File: src/sbde_pkg.sv
// ----------------------------------------------------------------------------
// sbde_pkg
// shared constants, codes and types of the sparse bit-row dedup encoder
// ----------------------------------------------------------------------------
`timescale 1ns / 1ps
`default_nettype none

package sbde_pkg;

  localparam int unsigned RowBits   = 32;
  localparam int unsigned WinDepth  = 7;
  localparam int unsigned IdxW      = 12;
  localparam int unsigned CwW       = 4;
  localparam int unsigned PosW      = $clog2(RowBits + 1);
  localparam int unsigned KindW     = 2;
  localparam int unsigned OutDataW  = 16;
  localparam logic [IdxW-1:0] IndexCap = IdxW'(4095);
  localparam logic [CwW-1:0]  CwReset  = CwW'(8);

  typedef enum logic [KindW-1:0] {
    KIND_ZERO  = 2'd0,
    KIND_COPY  = 2'd1,
    KIND_DELTA = 2'd2,
    KIND_END   = 2'd3
  } kind_e;

  typedef enum logic [1:0] {
    ST_IDLE,
    ST_ZERO,
    ST_COPY,
    ST_BITS
  } emit_state_e;

  typedef struct packed {
    logic [RowBits-1:0] row;
    logic [IdxW-1:0]    index;
    logic               source;
  } win_entry_t;

  typedef struct packed {
    logic            found;
    logic [IdxW-1:0] origin;
  } hit_t;

  typedef struct packed {
    emit_state_e        mode;
    logic [RowBits-1:0] row;
    logic [IdxW-1:0]    origin;
  } load_t;

endpackage

`default_nettype wire

File: src/sbde_cell.sv
// ----------------------------------------------------------------------------
// sbde_cell
// one window slot: holds a past row, compares it and passes it on
// ----------------------------------------------------------------------------
`timescale 1ns / 1ps
`default_nettype none

module sbde_cell
  import sbde_pkg::*;
(
  input  wire                clk_i,
  input  wire                rst_ni,
  input  wire                shift_i,
  input  wire                clr_i,
  input  wire                en_i,
  input  wire  [RowBits-1:0] cmp_row_i,
  input  win_entry_t         ent_i,
  output win_entry_t         ent_o,
  input  hit_t               hit_i,
  output hit_t               hit_o
);

  logic               source_q, source_d;
  logic [RowBits-1:0] row_q, row_d;
  logic [IdxW-1:0]    index_q, index_d;
  logic               match;

  assign match = en_i && source_q && (row_q == cmp_row_i);

  // farther cells win, so an upstream hit passes through
  always_comb begin
    hit_o.found  = hit_i.found || match;
    hit_o.origin = hit_i.found ? hit_i.origin : index_q;
  end

  always_comb begin
    source_d = source_q;
    row_d    = row_q;
    index_d  = index_q;
    if (shift_i) begin
      source_d = clr_i ? 1'b0 : ent_i.source;
      row_d    = ent_i.row;
      index_d  = ent_i.index;
    end
  end

  always_ff @(posedge clk_i or negedge rst_ni) begin
    if (!rst_ni) begin
      source_q <= 1'b0;
    end else begin
      source_q <= source_d;
    end
  end

  always_ff @(posedge clk_i) begin
    row_q   <= row_d;
    index_q <= index_d;
  end

  assign ent_o.row    = row_q;
  assign ent_o.index  = index_q;
  assign ent_o.source = source_q;

endmodule

`default_nettype wire

File: src/sbde_emit.sv
// ----------------------------------------------------------------------------
// sbde_emit
// result sequencer: walks the set bits of a row and drives the output beat
// ----------------------------------------------------------------------------
`timescale 1ns / 1ps
`default_nettype none

module sbde_emit
  import sbde_pkg::*;
(
  input  wire                 clk_i,
  input  wire                 rst_ni,
  input  wire                 load_i,
  input  load_t               load_data_i,
  output logic                idle_o,
  output logic                out_valid_o,
  input  wire                 out_ready_i,
  output logic [KindW-1:0]    out_kind_o,
  output logic [IdxW-1:0]     out_value_o,
  output logic                out_last_o
);

  emit_state_e        state_q, state_d;
  logic [RowBits-1:0] rem_q, rem_d;
  logic [PosW-1:0]    prev_q, prev_d;
  logic [IdxW-1:0]    origin_q, origin_d;
  logic               valid_q, valid_d;
  logic [KindW-1:0]   kind_q, kind_d;
  logic [IdxW-1:0]    value_q, value_d;
  logic               last_q, last_d;
  logic               advance;
  logic [PosW-1:0]    low_pos;

  assign advance = (state_q != ST_IDLE) && (!valid_q || out_ready_i);

  // lowest set bit, as a 1-based position
  always_comb begin
    low_pos = '0;
    for (int k = RowBits - 1; k >= 0; k--) begin
      if (rem_q[k]) begin
        low_pos = PosW'(k + 1);
      end
    end
  end

  always_comb begin
    state_d = state_q;
    case (state_q)
      ST_IDLE: begin
        if (load_i) begin
          state_d = load_data_i.mode;
        end
      end
      ST_ZERO, ST_COPY: begin
        if (advance) begin
          state_d = ST_IDLE;
        end
      end
      ST_BITS: begin
        if (advance && (rem_q == '0)) begin
          state_d = ST_IDLE;
        end
      end
      default: state_d = ST_IDLE;
    endcase
  end

  always_comb begin
    rem_d    = rem_q;
    prev_d   = prev_q;
    origin_d = origin_q;
    kind_d   = kind_q;
    value_d  = value_q;
    last_d   = last_q;
    valid_d  = valid_q && !out_ready_i;
    if (load_i) begin
      rem_d    = load_data_i.row;
      prev_d   = '0;
      origin_d = load_data_i.origin;
    end
    if (advance) begin
      valid_d = 1'b1;
      case (state_q)
        ST_ZERO: begin
          kind_d  = KIND_ZERO;
          value_d = '0;
          last_d  = 1'b1;
        end
        ST_COPY: begin
          kind_d  = KIND_COPY;
          value_d = origin_q;
          last_d  = 1'b1;
        end
        ST_BITS: begin
          if (rem_q != '0) begin
            kind_d  = KIND_DELTA;
            value_d = IdxW'(low_pos - prev_q);
            last_d  = 1'b0;
            rem_d   = rem_q & (rem_q - RowBits'(1));
            prev_d  = low_pos;
          end else begin
            kind_d  = KIND_END;
            value_d = '0;
            last_d  = 1'b1;
          end
        end
        default: begin
          valid_d = valid_q;
        end
      endcase
    end
  end

  always_ff @(posedge clk_i or negedge rst_ni) begin
    if (!rst_ni) begin
      state_q <= ST_IDLE;
      valid_q <= 1'b0;
    end else begin
      state_q <= state_d;
      valid_q <= valid_d;
    end
  end

  always_ff @(posedge clk_i) begin
    rem_q    <= rem_d;
    prev_q   <= prev_d;
    origin_q <= origin_d;
    kind_q   <= kind_d;
    value_q  <= value_d;
    last_q   <= last_d;
  end

  assign idle_o      = (state_q == ST_IDLE);
  assign out_valid_o = valid_q;
  assign out_kind_o  = kind_q;
  assign out_value_o = value_q;
  assign out_last_o  = last_q;

endmodule

`default_nettype wire

File: src/sparse_bitrow_dedup_encoder_core.sv
// ----------------------------------------------------------------------------
// sparse_bitrow_dedup_encoder_core
// encodes bit rows as zero marks, copy marks or set-bit position deltas
// ----------------------------------------------------------------------------
// s_axis carries one 32-bit row per beat in tdata; tuser high starts a new
// block (row index back to 0, window cleared). m_axis gives result beats:
// tdata[1:0] kind, tdata[13:2] value, tlast on the final beat of a row.
// cfg_we_i / cfg_wdata_i write copy_window; the user must write it only while
// the block is idle, as the block does not enforce this. a row is accepted only
// when the sequencer is free; the window search runs in the accept cycle along
// a chain of seven cells. accept registers the sequencer state, and the state
// then fills the output register with the first result beat. throughput: one
// result beat per cycle while m_axis_tready is high; zero and copy rows give
// one beat, a row with n set bits n deltas and an end beat. reset clears the
// window, the row index, the sequencer and the output valid; copy_window returns to 8.
// when m_axis_tready is low the output beat holds and the sequencer waits,
// so s_axis_tready stays low until the row's last beat has been produced.
// ----------------------------------------------------------------------------
`timescale 1ns / 1ps
`default_nettype none

module sparse_bitrow_dedup_encoder_core
  import sbde_pkg::*;
(
  input  wire                 clk_i,
  input  wire                 rst_ni,
  input  wire                 cfg_we_i,
  input  wire  [CwW-1:0]      cfg_wdata_i,     // copy_window
  input  wire                 s_axis_tvalid,
  output logic                s_axis_tready,
  input  wire  [RowBits-1:0]  s_axis_tdata,    // row_bits
  input  wire                 s_axis_tuser,    // block_start
  output logic                m_axis_tvalid,
  input  wire                 m_axis_tready,
  output logic [OutDataW-1:0] m_axis_tdata,    // kind[1:0], value[13:2], zero pad
  output logic                m_axis_tlast     // last
);

  logic [CwW-1:0]  copy_window_q, copy_window_d;
  logic [IdxW-1:0] row_count_q, row_count_d;
  logic            accept;
  logic            idle;
  logic [IdxW-1:0] my_index;
  logic [WinDepth-1:0] en;
  win_entry_t      ent [WinDepth+1];
  hit_t            hit [WinDepth+1];
  load_t           load_data;
  logic [KindW-1:0] out_kind;
  logic [IdxW-1:0]  out_value;

  assign s_axis_tready = idle;
  assign accept        = s_axis_tvalid && idle;
  assign my_index      = s_axis_tuser ? '0 : row_count_q;

  always_comb begin
    copy_window_d = cfg_we_i ? cfg_wdata_i : copy_window_q;
    row_count_d   = row_count_q;
    if (accept) begin
      row_count_d = (my_index < IndexCap) ? my_index + IdxW'(1) : my_index;
    end
  end

  always_ff @(posedge clk_i or negedge rst_ni) begin
    if (!rst_ni) begin
      copy_window_q <= CwReset;
      row_count_q   <= '0;
    end else begin
      copy_window_q <= copy_window_d;
      row_count_q   <= row_count_d;
    end
  end

  always_comb begin
    for (int d = 0; d < WinDepth; d++) begin
      en[d] = ({1'b0, copy_window_q} > (CwW + 1)'(d + 1)) && !s_axis_tuser;
    end
  end

  assign hit[WinDepth] = '0;

  assign ent[0].row    = s_axis_tdata;
  assign ent[0].index  = my_index;
  assign ent[0].source = (s_axis_tdata != '0) && !hit[0].found;

  for (genvar d = 0; d < WinDepth; d++) begin : g_cell
    sbde_cell u_cell (
      .clk_i     (clk_i),
      .rst_ni    (rst_ni),
      .shift_i   (accept),
      .clr_i     (s_axis_tuser && (d > 0)),
      .en_i      (en[d]),
      .cmp_row_i (s_axis_tdata),
      .ent_i     (ent[d]),
      .ent_o     (ent[d+1]),
      .hit_i     (hit[d+1]),
      .hit_o     (hit[d])
    );
  end

  always_comb begin
    load_data.row    = s_axis_tdata;
    load_data.origin = hit[0].origin;
    if (s_axis_tdata == '0) begin
      load_data.mode = ST_ZERO;
    end else if (hit[0].found) begin
      load_data.mode = ST_COPY;
    end else begin
      load_data.mode = ST_BITS;
    end
  end

  sbde_emit u_emit (
    .clk_i       (clk_i),
    .rst_ni      (rst_ni),
    .load_i      (accept),
    .load_data_i (load_data),
    .idle_o      (idle),
    .out_valid_o (m_axis_tvalid),
    .out_ready_i (m_axis_tready),
    .out_kind_o  (out_kind),
    .out_value_o (out_value),
    .out_last_o  (m_axis_tlast)
  );

  assign m_axis_tdata = {{(OutDataW - KindW - IdxW){1'b0}}, out_value, out_kind};

endmodule

`default_nettype wire
File: config.mk
export PLATFORM = sky130hd
export DESIGN_NAME = sparse_bitrow_dedup_encoder_core
export DESIGN_NICKNAME = d
export VERILOG_FILES = /design/src/sbde_pkg.sv /design/src/sbde_cell.sv /design/src/sbde_emit.sv /design/src/sparse_bitrow_dedup_encoder_core.sv
export SDC_FILE = /design/constraint.sdc
export NUM_CORES = 1
export LEC_CHECK = 0
export ABC_AREA = 1
export ABC_CLOCK_PERIOD_IN_PS = 23900
export BUFFER_PORTS_ARGS = -buffer_cell sky130_fd_sc_hd__buf_2
export CORE_MARGIN = 2
export CORE_UTILIZATION = 50
export CTS_CLUSTER_SIZE = 14
export DETAILED_ROUTE_END_ITERATION = 8
export GPL_TIMING_DRIVEN = 0
export PLACE_DENSITY = 0.68
export SLEW_MARGIN = 20
export SYNTH_ARGS = -nofsm -noshare
export SYNTH_HDL_FRONTEND = slang
export SYNTH_SLANG_ARGS = --single-unit
File: constraint.sdc
create_clock -name clk_i -period 23.9 [get_ports clk_i]
set_input_delay 2.39 -clock clk_i [delete_from_list [all_inputs] [get_ports clk_i]]
set_output_delay 2.39 -clock clk_i [all_outputs]
set_load 0.1 [all_outputs]
# Word-level counts from Yosys, hierarchy flattened
# Cells that the tools add are included.
# Widths: inputs -> output; s select.
[word_totals]
register_bits = 399
in_bits = 42
out_inout_bits = 19
[classes]
addsub = 3
magnitude_cmp = 8
n_eq_ne = 14
mux = 68
bitwise_logic = 1
reduce_logical = 50
[ops]
columns = ["cell", "n"]
rows = [
  ["$eq 32x32->1", 7],
  ["$mux 6", 36],
  ["$mux 32", 4],
  ["$mux 12", 9],
  ["$logic_not 32->1", 2],
  ["$reduce_bool 32->1", 2],
  ["$pmux 12 s3", 1],
  ["$and 32x32->32", 1],
  ["$sub 32x1->32 const B", 1],
  ["$logic_and 1x1->1", 26],
  ["$gt 4x3->1 const B", 4],
  ["$add 12x1->12 const B", 1],
  ["$lt 12x12->1 const B", 1],
  ["$pmux 2 s3", 2],
  ["$mux 1", 11],
  ["$gt 4x2->1 const B", 2],
  ["$mux 2", 4],
  ["$logic_or 1x1->1", 7],
  ["$sub 6x6->7", 1],
  ["$eq 2x2->1 const B", 2],
  ["$gt 4x1->1 const B", 1],
  ["$logic_not 1->1", 4],
  ["$ne 2x1->1 const B", 2],
  ["$ne 2x2->1 const B", 2],
  ["9 further kinds", 11],
]

# Longest topological paths before layout
# Gate-level depths: netlist (run 1).
[logic_depth]
ltp_word = 35
mapped_depth = 42

# Cells and area by module
# Synthesis (run 1) repeated with hierarchy kept, for this count alone.
[hier_totals]
cells_unflattened = 2145
area_unflattened_um2 = 19403.6
[by_module_without_submodules]
columns = ["module", "instances", "cells_per_inst", "area_each_um2"]
rows = [
  ["sbde_cell", 7, 215, 2080.7],
  ["sbde_emit", 1, 457, 3617.2],
  ["sparse_bitrow_dedup_encoder_core", 1, 183, 1221.2],
]

# Least setup slack after synthesis (run 1)
# Ideal clock, no wire load.
[synth_timing]
kind = "input-to-reg"
startpoint = "in s_axis_tvalid"
endpoint = "reg g_cell[2].u_cell.source_q"
setup_ns = 0.547
t_arrival_ns = 12.095
required_ns = 23.353
setup_slack_ns = 11.259
path_stages = 5
path_buffers = 2
path_cell_list = "nand2_1 -> clkinv_1 -> clkbuf_1 -> buf_1 -> o21ai_0"
[synth_via]
elab_chain_cells = 1
[synth_lines]
columns = ["element", "line", "source"]
rows = [
  ["start: declaration", "sparse_bitrow_dedup_encoder_core.sv:29", "input wire s_axis_tvalid,"],
  ["$logic_and 1x1->1", "sparse_bitrow_dedup_encoder_core.sv:52", "assign accept = s_axis_tvalid && idle;"],
  ["net accept", "sparse_bitrow_dedup_encoder_core.sv:41", "logic accept;"],
  ["end signal: assignment", "sbde_cell.sv:51", "source_q <= source_d;"],
  ["end: declaration", "sbde_cell.sv:23", "logic source_q, source_d;"],
]
# The timed path passes the listed nets, and every way through them passes these cells.
# A chain may end at the register's enable or synchronous reset.

==> flow_summary_export.csv, run 1 <==
group,metric,value,unit
cts,path_clk_slew,0.06,ns
timing,max_slew.worst_pin.slew,0.879,ns
place,detailedPlacementHpwl,49200,um
hold_path,holdCritPathClass,"flip-flop to flip-flop",
synth,synth_seq_area_share,0.603,
synth,yosysWarnings,0,
cells_and_area,layout.cells.most_common,"sky130_fd_sc_hd__nand2_1",
timing,worst_hold_slack,0.441,ns
global_routing,first_global_vias,13900,
timing,final_period_util,0.250,
route,routed_wl,61400,um
floorplan,die_area,0.0396,mm^2
cts,cts_hold_repair.buffers,0,
worst_setup_path,critical_path_peak_fanout,10,
cells_and_area,share_of_post_route_cells_with_drive_strength_above_1,0.129,
power_and_ir_drop,power_leakage,8.28,nW
place,place_congestion,1.06,
worst_setup_path,setup.worst_path.end_class,"flip-flop",
timing,finClkSkew,0.00976,ns
place,io_buffers,57,
cts,clock_sinks,399,
worst_setup_path,timing_worst_setup_path_type,"primary input to flip-flop",
cells_and_area,num-nets-final,2045,
global_routing,antenna_found_initial,2,
synth,syn-cell-area,0.0190,mm^2
cells_and_area,finalInstanceArea,0.0216,mm^2
synth,postSynthRegisterBits,399,
run,drv.max_cap_violation_count,0,
worst_setup_path,cp.required,24.16,ns
route,dr_total_vias,14400,
route,via_count_normalized_by_instance_count,5.68,
power_and_ir_drop,power.density,114,mW/mm^2
synth,yosys.cell_types.count,61,
timing,max_freq,167,MHz
synth,synth.avg_cell_area,10.1,um^2
synth,synth-async-reset-ratio,0.0652,
worst_setup_path,timing.critical_path.arrival,6.25,ns
cells_and_area,fillers,3294,
floorplan,die_h,199,um
timing,rsz0062_at_grt,"no",
global_routing,overflow,0,
timing,slew_headroom,0.399,
floorplan,initial_core_util,0.506,
cts,clock-root-buffer,"sky130_fd_sc_hd__clkbuf_16",
cts,cts.repair_timing.setup_buffer_count,0,
floorplan,fp-row-count,71,
route,first_pass_iters,6,
route,remaining_drc_errors,0,
route,routed_wire_length_per_instance,24.2,um
route,drt_first_iter_violations,1632,
cells_and_area,mostFrequentLayoutCells,"sky130_fd_sc_hd__nand2_1 (361), sky130_fd_sc_hd__edfxtp_1 (335), sky130_fd_sc_hd__inv_1 (192)",
worst_setup_path,setup.worst_path.start_class,"primary input",
place,detailed_place.area,0.0202,mm^2
route,antenna_left,0,
cts,postCtsResizedCells,0,
timing,final_max_slew_viol_count,0,
floorplan,io_pins,61,
global_routing,grtUsageTotal,0.317,
status,status,"finished, final reports clean",
synth,number_of_enable_type_register_cells_in_the_synthesized_netlist,335,
cells_and_area,insertedDiodeCount,0,
cts,ctsLongestPathBuffers,3,
timing,report.final.setup_viol,0,
cells_and_area,sequential_cell_area,0.0115,mm^2
global_routing,grt_first_pass_wirelength,88600,um
cts,clk-insertion-delay-late,0.56,ns
cts,tritoncts,"yes",
floorplan,fp.dieW,199,um
synth,number_of_instances_in_the_synthesized_netlist,1875,
global_routing,largest_net_degree_at_the_start_of_global_routing,38,
synth,yosys_most_used_dff,"sky130_fd_sc_hd__edfxtp_1",
power_and_ir_drop,irDropWorstVdd,0.0000811,V
cts,numCtsBuffers,44,
timing,setup-tns-final,0,ns
cts,cts_htree_levels,2,
timing,hold_violations,0,
floorplan,coreArea,0.0376,mm^2
timing,fin_crit,5.99,ns
cells_and_area,multi_input_area,0.00645,mm^2
cells_and_area,area_growth,13.7,%
-- worst max-delay path, stage by stage --
cell and delay [ns]:
sky130_fd_sc_hd__buf_2 0.08, sky130_fd_sc_hd__clkbuf_1 0.49, sky130_fd_sc_hd__inv_1 0.11, sky130_fd_sc_hd__clkbuf_1 0.35
sky130_fd_sc_hd__nand2_1 0.18, sky130_fd_sc_hd__nand4_1 0.10, sky130_fd_sc_hd__nor4_1 0.59, sky130_fd_sc_hd__nand2_1 0.33
sky130_fd_sc_hd__nand2_1 0.30, sky130_fd_sc_hd__inv_1 0.11, sky130_fd_sc_hd__clkbuf_1 0.26, sky130_fd_sc_hd__nand2_1 0.11
sky130_fd_sc_hd__o21ai_0 0.13, sky130_fd_sc_hd__o21ai_0 0.25, sky130_fd_sc_hd__nand3_1 0.14, sky130_fd_sc_hd__o211ai_1 0.12
sky130_fd_sc_hd__nand2_1 0.18
-- Yosys cell counts, drive strengths merged (2+ instances only) --
master,number,share of area
o211ai,24,0.0095
nand2,361,0.071
inv,203,0.040
xor2,64,0.029
a2111oi,4,0.0018
a22o,3,0.0014
and2,2,0.00066
o22ai,18,0.0059
ha,10,0.0066
o2111ai,9,0.0041
a31oi,4,0.0016
buf,30,0.0099
a221oi,5,0.0023
or2,75,0.025
and3,3,0.00099
o31ai,10,0.0039
nor2,136,0.028
clkbuf,34,0.0068
o21a,2,0.00079
a32o,2,0.0011
o21ai,156,0.041
dfrtp,25,0.033
a211oi,3,0.0012
nand4,83,0.027
nand3b,3,0.0012
nor4,48,0.017
a21oi,14,0.0037
dfxtp,38,0.040
clkinv,8,0.0017
edfxtp,335,0.53
xnor2,32,0.015
nor4b,2,0.00092
or4,2,0.00079
nor3b,5,0.0020
nand3,72,0.019
nor3,38,0.011
-- routing by layer --
| metal | global-route usage | vias up | share of wire |
|---|---|---|---|
| li1 | - | 6786 | - |
| met2 | 0.493 | 611 | 0.45 |
| met5 | 0 | - | 0 |
| met1 | 0.428 | 6851 | 0.42 |
| met4 | 0.176 | 0 | 0.060 |
| met3 | 0.0501 | 145 | 0.070 |
-- per-stage QoR --
stage                util  power, mW  std cells  setup slack (ns)
floorplan               -       1.62       1876             11.26
finish              0.575       2.46       2536             17.91
global route        0.575       2.57       2536             17.66
global placement    0.531       1.84       2444              6.80
CTS                 0.575       2.46       2536             18.13
detailed placement  0.539       1.80       2457             17.56
-- flip-flops by register name, indices dropped and copies added (netlist names), 6 cells and up --
register / flops
g_cell.u_cell.row_q: 224
g_cell.u_cell.index_q: 84
u_emit.rem_q: 32
row_count_q: 12
u_emit.origin_q: 12
u_emit.out_value_o: 12
g_cell.u_cell.source_q: 7
u_emit.prev_q: 6
-- power by group --
group	switching, mW	total, mW	internal [mW]	leakage (nW)
sequential	0.120	1.12	1.00	3.78
combinational	0.481	0.673	0.192	3.81
clock	0.276	0.665	0.389	0.680
total	0.877	2.46	1.58	8.28
-- path summary, 6_finish.rpt --
check	start	end	slack, ns	cells after the start
min	g_cell[5].u_cell.index_q[8]	g_cell[6].u_cell.index_q[8]	0.44	0
max	s_axis_tdata[6]	u_emit.origin_q[2]	17.91	17
max in group asynchronous	rst_ni	row_count_q[7]	21.56	1
min reg2reg	g_cell[5].u_cell.index_q[8]	g_cell[6].u_cell.index_q[8]	0.44	0
max reg2reg	g_cell[6].u_cell.row_q[19]	u_emit.origin_q[2]	20.14	15
min in group asynchronous	rst_ni	u_emit.state_q[1]	1.87	1
-- kinds of logic (layout without fill, tap and decap cells) --
logic type | count (synthesis) | count (layout) | share of synthesized area
flip-flops | 399 | 399 | 0.603
AND/OR/NAND/NOR | 831 | 831 | 0.204
XOR/XNOR | 96 | 96 | 0.0442
buffers and inverters | 275 | 424 | 0.0584
other | 1 | 2 | 0.000197
adder cells (fa/ha/maj) | 11 | 11 | 0.00763
AO/OA/AOI/OAI | 262 | 262 | 0.0823
-- area by class of cell --
cell class / count / area share
Clock buffer: 54 / 0.0541
Inverter: 211 / 0.0367
Tap cell: 511 / 0.0296
Sequential cell: 399 / 0.531
Timing Repair Buffer: 70 / 0.0260
Buffer: 64 / 0.0147
Multi-Input combinational cell: 1202 / 0.298
Clock inverter: 25 / 0.00989
Power figures use the tool's default switching activity.
==> inputs of run 2 (changes only) <==
ABC_CLOCK_PERIOD_IN_PS = 4900   (was 23900)
PLACE_DENSITY = 0.71   (was 0.68)
clock period = 4.9 ns   (was 23.9 ns; I/O delays follow)
==> run 2 against run 1 <==
First-iteration DRC count shrank 15%. Clock power grew to 5.0 times the previous value. Non-clock buffer count shrank 8. Critical path type is now flip-flop to flip-flop. Highest routed layer unchanged.
==> flow_summary_export.csv, run 2 (synthesized netlist as in run 1, its figures left out) <==
group,metric,value,unit
timing,max_freq,230,MHz
floorplan,fp.dieW,199,um
timing,report.final.setup_viol,0,
cts,numCtsBuffers,44,
place,detailedPlacementHpwl,50600,um
cts,clock-root-buffer,"sky130_fd_sc_hd__clkbuf_16",
route,dr_total_vias,14700,
run,drv.max_cap_violation_count,0,
global_routing,largest_net_degree_at_the_start_of_global_routing,108,
global_routing,grt_first_pass_wirelength,91700,um
floorplan,io_pins,61,
cells_and_area,insertedDiodeCount,0,
worst_setup_path,setup.worst_path.end_class,"flip-flop",
route,remaining_drc_errors,0,
global_routing,first_global_vias,14100,
cells_and_area,utilization,0.573,
cts,ctsLongestPathBuffers,3,
timing,fin_crit,4.35,ns
timing,max_slew.worst_pin.slew,0.910,ns
timing,final_max_slew_viol_count,0,
power_and_ir_drop,power.density,561,mW/mm^2
cts,path_clk_slew,0.06,ns
floorplan,die_h,199,um
floorplan,die_area,0.0396,mm^2
floorplan,fp-row-count,71,
status,status,"finished, final reports clean",
cells_and_area,sequential_cell_area,0.0115,mm^2
cells_and_area,share_of_post_route_cells_with_drive_strength_above_1,0.125,
cells_and_area,layout_top_registers,"g_cell.u_cell.row_q x224, g_cell.u_cell.index_q x84, u_emit.rem_q x32",
cells_and_area,layout.cells.most_common,"sky130_fd_sc_hd__nand2_1",
floorplan,coreArea,0.0376,mm^2
global_routing,overflow,0,
worst_setup_path,setup.worst_path.start_class,"flip-flop",
global_routing,grtUsageTotal,0.331,
timing,rsz0062_at_grt,"no",
route,antenna_left,0,
cts,clk-insertion-delay-late,0.59,ns
timing,hold_violations,0,
power_and_ir_drop,irDropWorstVdd,0.000413,V
place,place_congestion,0.958,
worst_setup_path,cp.required,5.14,ns
worst_setup_path,critical_path_peak_fanout,107,
route,drt_first_iter_violations,1389,
route,via_count_normalized_by_instance_count,5.80,
cells_and_area,area_growth,13.1,%
route,routed_wl,64200,um
hold_path,holdCritPathClass,"primary input to flip-flop",
cells_and_area,mostFrequentLayoutCells,"sky130_fd_sc_hd__nand2_1 (361), sky130_fd_sc_hd__edfxtp_1 (335), sky130_fd_sc_hd__inv_1 (192)",
global_routing,antenna_found_initial,2,
cells_and_area,top_register,"g_cell.u_cell.row_q",
timing,finClkSkew,0.0177,ns
timing,final_period_util,0.887,
cts,tritoncts,"yes",
place,io_buffers,57,
power_and_ir_drop,power_leakage,8.22,nW
cells_and_area,multi_input_area,0.00645,mm^2
cts,cts_htree_levels,2,
route,first_pass_iters,5,
timing,slew_headroom,0.393,
cts,postCtsResizedCells,0,
cells_and_area,fillers,3244,
worst_setup_path,timing.critical_path.arrival,4.59,ns
route,routed_wire_length_per_instance,25.4,um
floorplan,initial_core_util,0.506,
power_and_ir_drop,totalPowerFinal,12.1,mW
cells_and_area,largest_register_ff_count,224,
cts,clock_sinks,399,
worst_setup_path,timing_worst_setup_path_type,"flip-flop to flip-flop",
cells_and_area,num-nets-final,2037,
timing,worst_hold_slack,0.0873,ns
run 2: cell types whose count changed in the layout (fill, tap and decap cells not counted), sizes merged:
cell and change:
buf -9, clkbuf +8, clkinv -8, inv +2, clkinvlp +1, dlygate4sd3 +1
run 2: layout make-up:
| cell class | count | share of cell area |
|---|---|---|
| multi-input combinational | 1202 | 0.300 |
| inverter | 211 | 0.0369 |
| timing repair buffer | 62 | 0.0178 |
| clock buffer | 62 | 0.0567 |
| clock inverter | 20 | 0.0105 |
| buffer | 64 | 0.0152 |
| sequential | 399 | 0.533 |
| tap | 511 | 0.0297 |
run 2: where the power goes:
group | switching, mW | internal, mW | total [mW]
registers | 0.607 | 4.90 | 5.51
clock network | 1.39 | 1.96 | 3.35
logic | 2.37 | 0.848 | 3.22
run 2: layer usage:
| metal | share of wire | GRT usage | vias up | wire length [um] |
|---|---|---|---|---|
| met2 | 0.46 | 0.523 | 668 | 29400 |
| met4 | 0.056 | 0.180 | 0 | 3570 |
| met5 | 0 | 0 | - | 0 |
| li1 | - | - | 6787 | - |
| met1 | 0.42 | 0.442 | 7062 | 26600 |
| met3 | 0.070 | 0.0488 | 152 | 4510 |
run 2: what timing repair did:
item | 4_1_cts | 5_1_grt
hold buffers | 1 | 0
hold endpoints to repair | 25 | 0
buffers inserted | 0 | 0
run 2: final timing paths:
check | slack (ns) | cells past startpoint | end | from
setup / recovery | 0.55 | 9 | g_cell[0].u_cell.row_q[7] | u_emit.state_q[0]
hold / removal | 0.09 | 1 | g_cell[0].u_cell.row_q[26] | s_axis_tdata[26]
setup reg to reg | 0.55 | 9 | g_cell[0].u_cell.row_q[7] | u_emit.state_q[0]
hold reg to reg | 0.44 | 0 | g_cell[4].u_cell.index_q[10] | g_cell[3].u_cell.index_q[10]
max in group asynchronous | 3.92 | 2 | row_count_q[3] | rst_ni
min in group asynchronous | 0.48 | 2 | u_emit.state_q[0] | rst_ni
run 2: critical path, stage by stage (launching register included):
cell and delay [ns]:
sky130_fd_sc_hd__dfrtp_1 0.37, sky130_fd_sc_hd__inv_1 0.10, sky130_fd_sc_hd__ha_1 0.24, sky130_fd_sc_hd__nand2_1 0.42, sky130_fd_sc_hd__clkinv_1 0.44, sky130_fd_sc_hd__clkbuf_1 0.54, sky130_fd_sc_hd__buf_8 0.45, sky130_fd_sc_hd__buf_16 0.44
sky130_fd_sc_hd__buf_16 0.47, sky130_fd_sc_hd__buf_16 0.35
run 2: metrics by stage:
stage               setup TNS, ns  setup WS [ns]  cells  cell area, um^2
finish                          0          0.552   2531            21500
global route                    0          0.354   2531            21500
CTS                             0          0.556   2531            21500
detailed placement              0          0.362   2448            20100
global placement          -203.00         -0.728   2444            20000
floorplan                       0          0.158   1876            19000
==> inputs of run 3 (changes only) <==
ABC_CLOCK_PERIOD_IN_PS = 5300   (was 4900)
CELL_PAD_IN_SITES_DETAIL_PLACEMENT = 1   (was default)
CELL_PAD_IN_SITES_GLOBAL_PLACEMENT = 2   (was default)
CORE_UTILIZATION = 44   (was 50)
PLACE_DENSITY = 0.86   (was 0.71)
clock period = 5.3 ns   (was 4.9 ns; I/O delays follow)
==> run 3 against run 2 <==
Sequential cell count did not move. Utilization fell by 6.6 points. Sequential share of layout area fell by 0.49 points. Via count rose by 0.38%. Worst setup slack improved by 0.36 ns. Critical path depth rose by 8. First-iteration DRC count fell by 13%. Sequential power fell by 7.1%. Largest cell class unchanged. Clock skew fell by 0.0064 ns. Wire length rose by 5.7%.
==> flow_summary_export.csv, run 3 (synthesized netlist as in run 1, its figures left out) <==
group,metric,value,unit
cts,path_clk_slew,0.07,ns
global_routing,overflow,0,
global_routing,largest_net_degree_at_the_start_of_global_routing,93,
power_and_ir_drop,power_frac_seq,0.449,
worst_setup_path,cpMostUsedCell,"sky130_fd_sc_hd__nand2_1",
floorplan,fp.dieW,212,um
cts,cts_hold_repair.buffers,1,
timing,slew_headroom,0.260,
place,detailedPlacementHpwl,53000,um
timing,fin_crit,4.39,ns
timing,timing.final.ws_setup,0.914,ns
cts,clk-insertion-delay-late,0.59,ns
worst_setup_path,slowest_stage,"sky130_fd_sc_hd__nor4_1",
cts,clock-root-buffer,"sky130_fd_sc_hd__clkbuf_16",
global_routing,first_global_vias,15300,
floorplan,initial_core_util,0.444,
cts,clock_sinks,399,
cells_and_area,largest_register_ff_count,224,
timing,report.final.setup_viol,0,
cells_and_area,layout.cells.most_common,"sky130_fd_sc_hd__nand2_1",
worst_setup_path,timing.critical_path.arrival,4.68,ns
cts,tritoncts,"yes",
worst_setup_path,critical_path_peak_fanout,10,
route,dr_total_vias,14700,
timing,hold_violations,0,
cells_and_area,top_register,"g_cell.u_cell.row_q",
power_and_ir_drop,sw_frac_of_total,0.364,
global_routing,grt_first_pass_wirelength,99200,um
cells_and_area,fillers,4738,
worst_setup_path,cp.required,5.60,ns
timing,final_max_slew_viol_count,0,
cts,numCtsBuffers,45,
route,routed_wire_length_per_instance,26.0,um
route,drt_first_iter_violations,1206,
timing,max_freq,228,MHz
power_and_ir_drop,power.density,525,mW/mm^2
timing,final_period_util,0.828,
cts,cts_htree_levels,2,
route,remaining_drc_errors,0,
floorplan,coreArea,0.0429,mm^2
power_and_ir_drop,irDropWorstVdd,0.000346,V
worst_setup_path,max_stage_delay,0.59,ns
run,drv.max_cap_violation_count,0,
timing,finClkSkew,0.0113,ns
cts,ctsLongestPathBuffers,3,
floorplan,die_h,212,um
cts,cts.repair_timing.setup_buffer_count,0,
power_and_ir_drop,clock_power_share,0.290,
status,status,"finished, final reports clean",
power_and_ir_drop,totalPowerFinal,11.4,mW
place,pre_cts_ws,0.423,ns
worst_setup_path,timing_worst_setup_path_type,"primary input to flip-flop",
cells_and_area,utilization,0.506,
hold_path,holdCritPathClass,"primary input to flip-flop",
place,io_buffers,57,
cells_and_area,mostFrequentLayoutCells,"sky130_fd_sc_hd__nand2_1 (361), sky130_fd_sc_hd__edfxtp_1 (335), sky130_fd_sc_hd__inv_1 (192)",
cells_and_area,share_of_post_route_cells_with_drive_strength_above_1,0.130,
timing,max_slew.worst_pin.slew,1.11,ns
power_and_ir_drop,internal_power,7.25,mW
worst_setup_path,critical_path_buf_inv_count,6,
timing,worst_hold_slack,0.120,ns
cells_and_area,num-nets-final,2038,
route,via_count_normalized_by_instance_count,5.64,
global_routing,antenna_found_initial,3,
cells_and_area,area_growth,14.1,%
cts,postCtsResizedCells,0,
route,first_pass_iters,5,
power_and_ir_drop,net-switching-power,4.15,mW
power_and_ir_drop,power_leakage,8.28,nW
power_and_ir_drop,share_comb_of_total_power,0.261,
route,routed_wl,67800,um
floorplan,die_area,0.0449,mm^2
cells_and_area,layout_top_registers,"g_cell.u_cell.row_q x224, g_cell.u_cell.index_q x84, u_emit.rem_q x32",
place,place_congestion,0.930,
timing,rsz0062_at_grt,"no",
route,antenna_left,0,
worst_setup_path,setup.worst_path.start_class,"primary input",
worst_setup_path,path_cells,"buf_2 > clkbuf_1 > inv_1 > clkbuf_1 > nand2_1 > nand4_1 > nor4_1 > nand2_1 > nand2_1 > inv_1 > clkbuf_1 > nand2_1 > o21ai_0 > o21ai_0 > nand3_1 > o211ai_1 > nand2_1",
global_routing,grtUsageTotal,0.308,
floorplan,io_pins,61,
worst_setup_path,setup.worst_path.end_class,"flip-flop",
floorplan,fp-row-count,76,
worst_setup_path,timing.critical_path.max_delay_family,"simple AND/OR/NAND/NOR gates",
-- run 3: cell count changes in the layout (fill, tap and decap cells not counted), moves of 2 or more --
| cell | change |
|---|---|
| sky130_fd_sc_hd__clkinv_2 | +6 |
| sky130_fd_sc_hd__clkinv_1 | -5 |
| sky130_fd_sc_hd__clkbuf_1 | -3 |
| sky130_fd_sc_hd__bufinv_16 | +2 |
| sky130_fd_sc_hd__diode_2 | +2 |
-- run 3: power groups by stage --
stage / logic (mW) / clock network, mW / registers, mW
5_1_grt: 3.26 / 3.45 / 5.20
6_report: 2.98 / 3.31 / 5.12
2_1_floorplan: 1.65 / 0 / 5.42
3_5_place_dp: 2.96 / 0 / 5.16
4_1_cts: 2.99 / 3.34 / 5.10
3_3_place_gp: 2.84 / 0 / 5.19
-- run 3: final timing paths --
path | depth (start not counted) | slack [ns] | start | endpoint
max reg2reg | 14 | 1.20 | copy_window_q[3] | u_emit.origin_q[4]
max | 17 | 0.91 | s_axis_tdata[6] | u_emit.origin_q[4]
min reg2reg | 0 | 0.45 | g_cell[1].u_cell.index_q[10] | g_cell[2].u_cell.index_q[10]
min in group asynchronous | 2 | 0.52 | rst_ni | u_emit.out_valid_o
max in group asynchronous | 2 | 4.28 | rst_ni | row_count_q[6]
min | 1 | 0.12 | s_axis_tdata[31] | g_cell[0].u_cell.row_q[31]
-- run 3: metrics by stage --
stage | std cells | cell area (um^2) | TNS [ns]
2_1_floorplan | 1876 | 19000 | 0
3_3_place_gp | 2518 | 20100 | -17.35
3_5_place_dp | 2522 | 20200 | 0
4_1_cts | 2607 | 21700 | 0
5_1_grt | 2608 | 21700 | 0
6_report | 2609 | 21700 | 0
-- run 3: routing by layer --
metal | track usage | up-vias | routed length [um]
met3 | 0.0325 | 142 | 2890
met5 | 0 | - | 13
met4 | 0.140 | 2 | 2950
met2 | 0.497 | 367 | 31900
met1 | 0.421 | 7444 | 30100
li1 | - | 6770 | -
-- run 3: final cells by class --
type | instances | area, um^2 | area share
antenna | 2 | 5.00 | 0.000230
clock buffer | 60 | 1220 | 0.0563
tap | 585 | 732 | 0.0337
timing repair buffer | 62 | 385 | 0.0177
clock inverter | 24 | 324 | 0.0149
buffer | 64 | 328 | 0.0151
sequential | 399 | 11500 | 0.528
multi-input combinational | 1202 | 6450 | 0.297
inverter | 211 | 795 | 0.0366
-- run 3: worst reg2reg max path, stage by stage, from the launching register on --
cell                       delay [ns]
sky130_fd_sc_hd__dfstp_2         0.60
sky130_fd_sc_hd__inv_1           0.16
sky130_fd_sc_hd__nor3_1          0.67
sky130_fd_sc_hd__nand4_1         0.21
sky130_fd_sc_hd__nor4_1          0.27
sky130_fd_sc_hd__nand2_1         0.25
sky130_fd_sc_hd__nand2_1         0.33
sky130_fd_sc_hd__inv_1           0.12
sky130_fd_sc_hd__clkbuf_1        0.26
sky130_fd_sc_hd__nand2_1         0.13
sky130_fd_sc_hd__o21ai_0         0.14
sky130_fd_sc_hd__o21ai_0         0.24
sky130_fd_sc_hd__nand3_1         0.13
sky130_fd_sc_hd__o211ai_1        0.11
sky130_fd_sc_hd__nand2_1         0.17
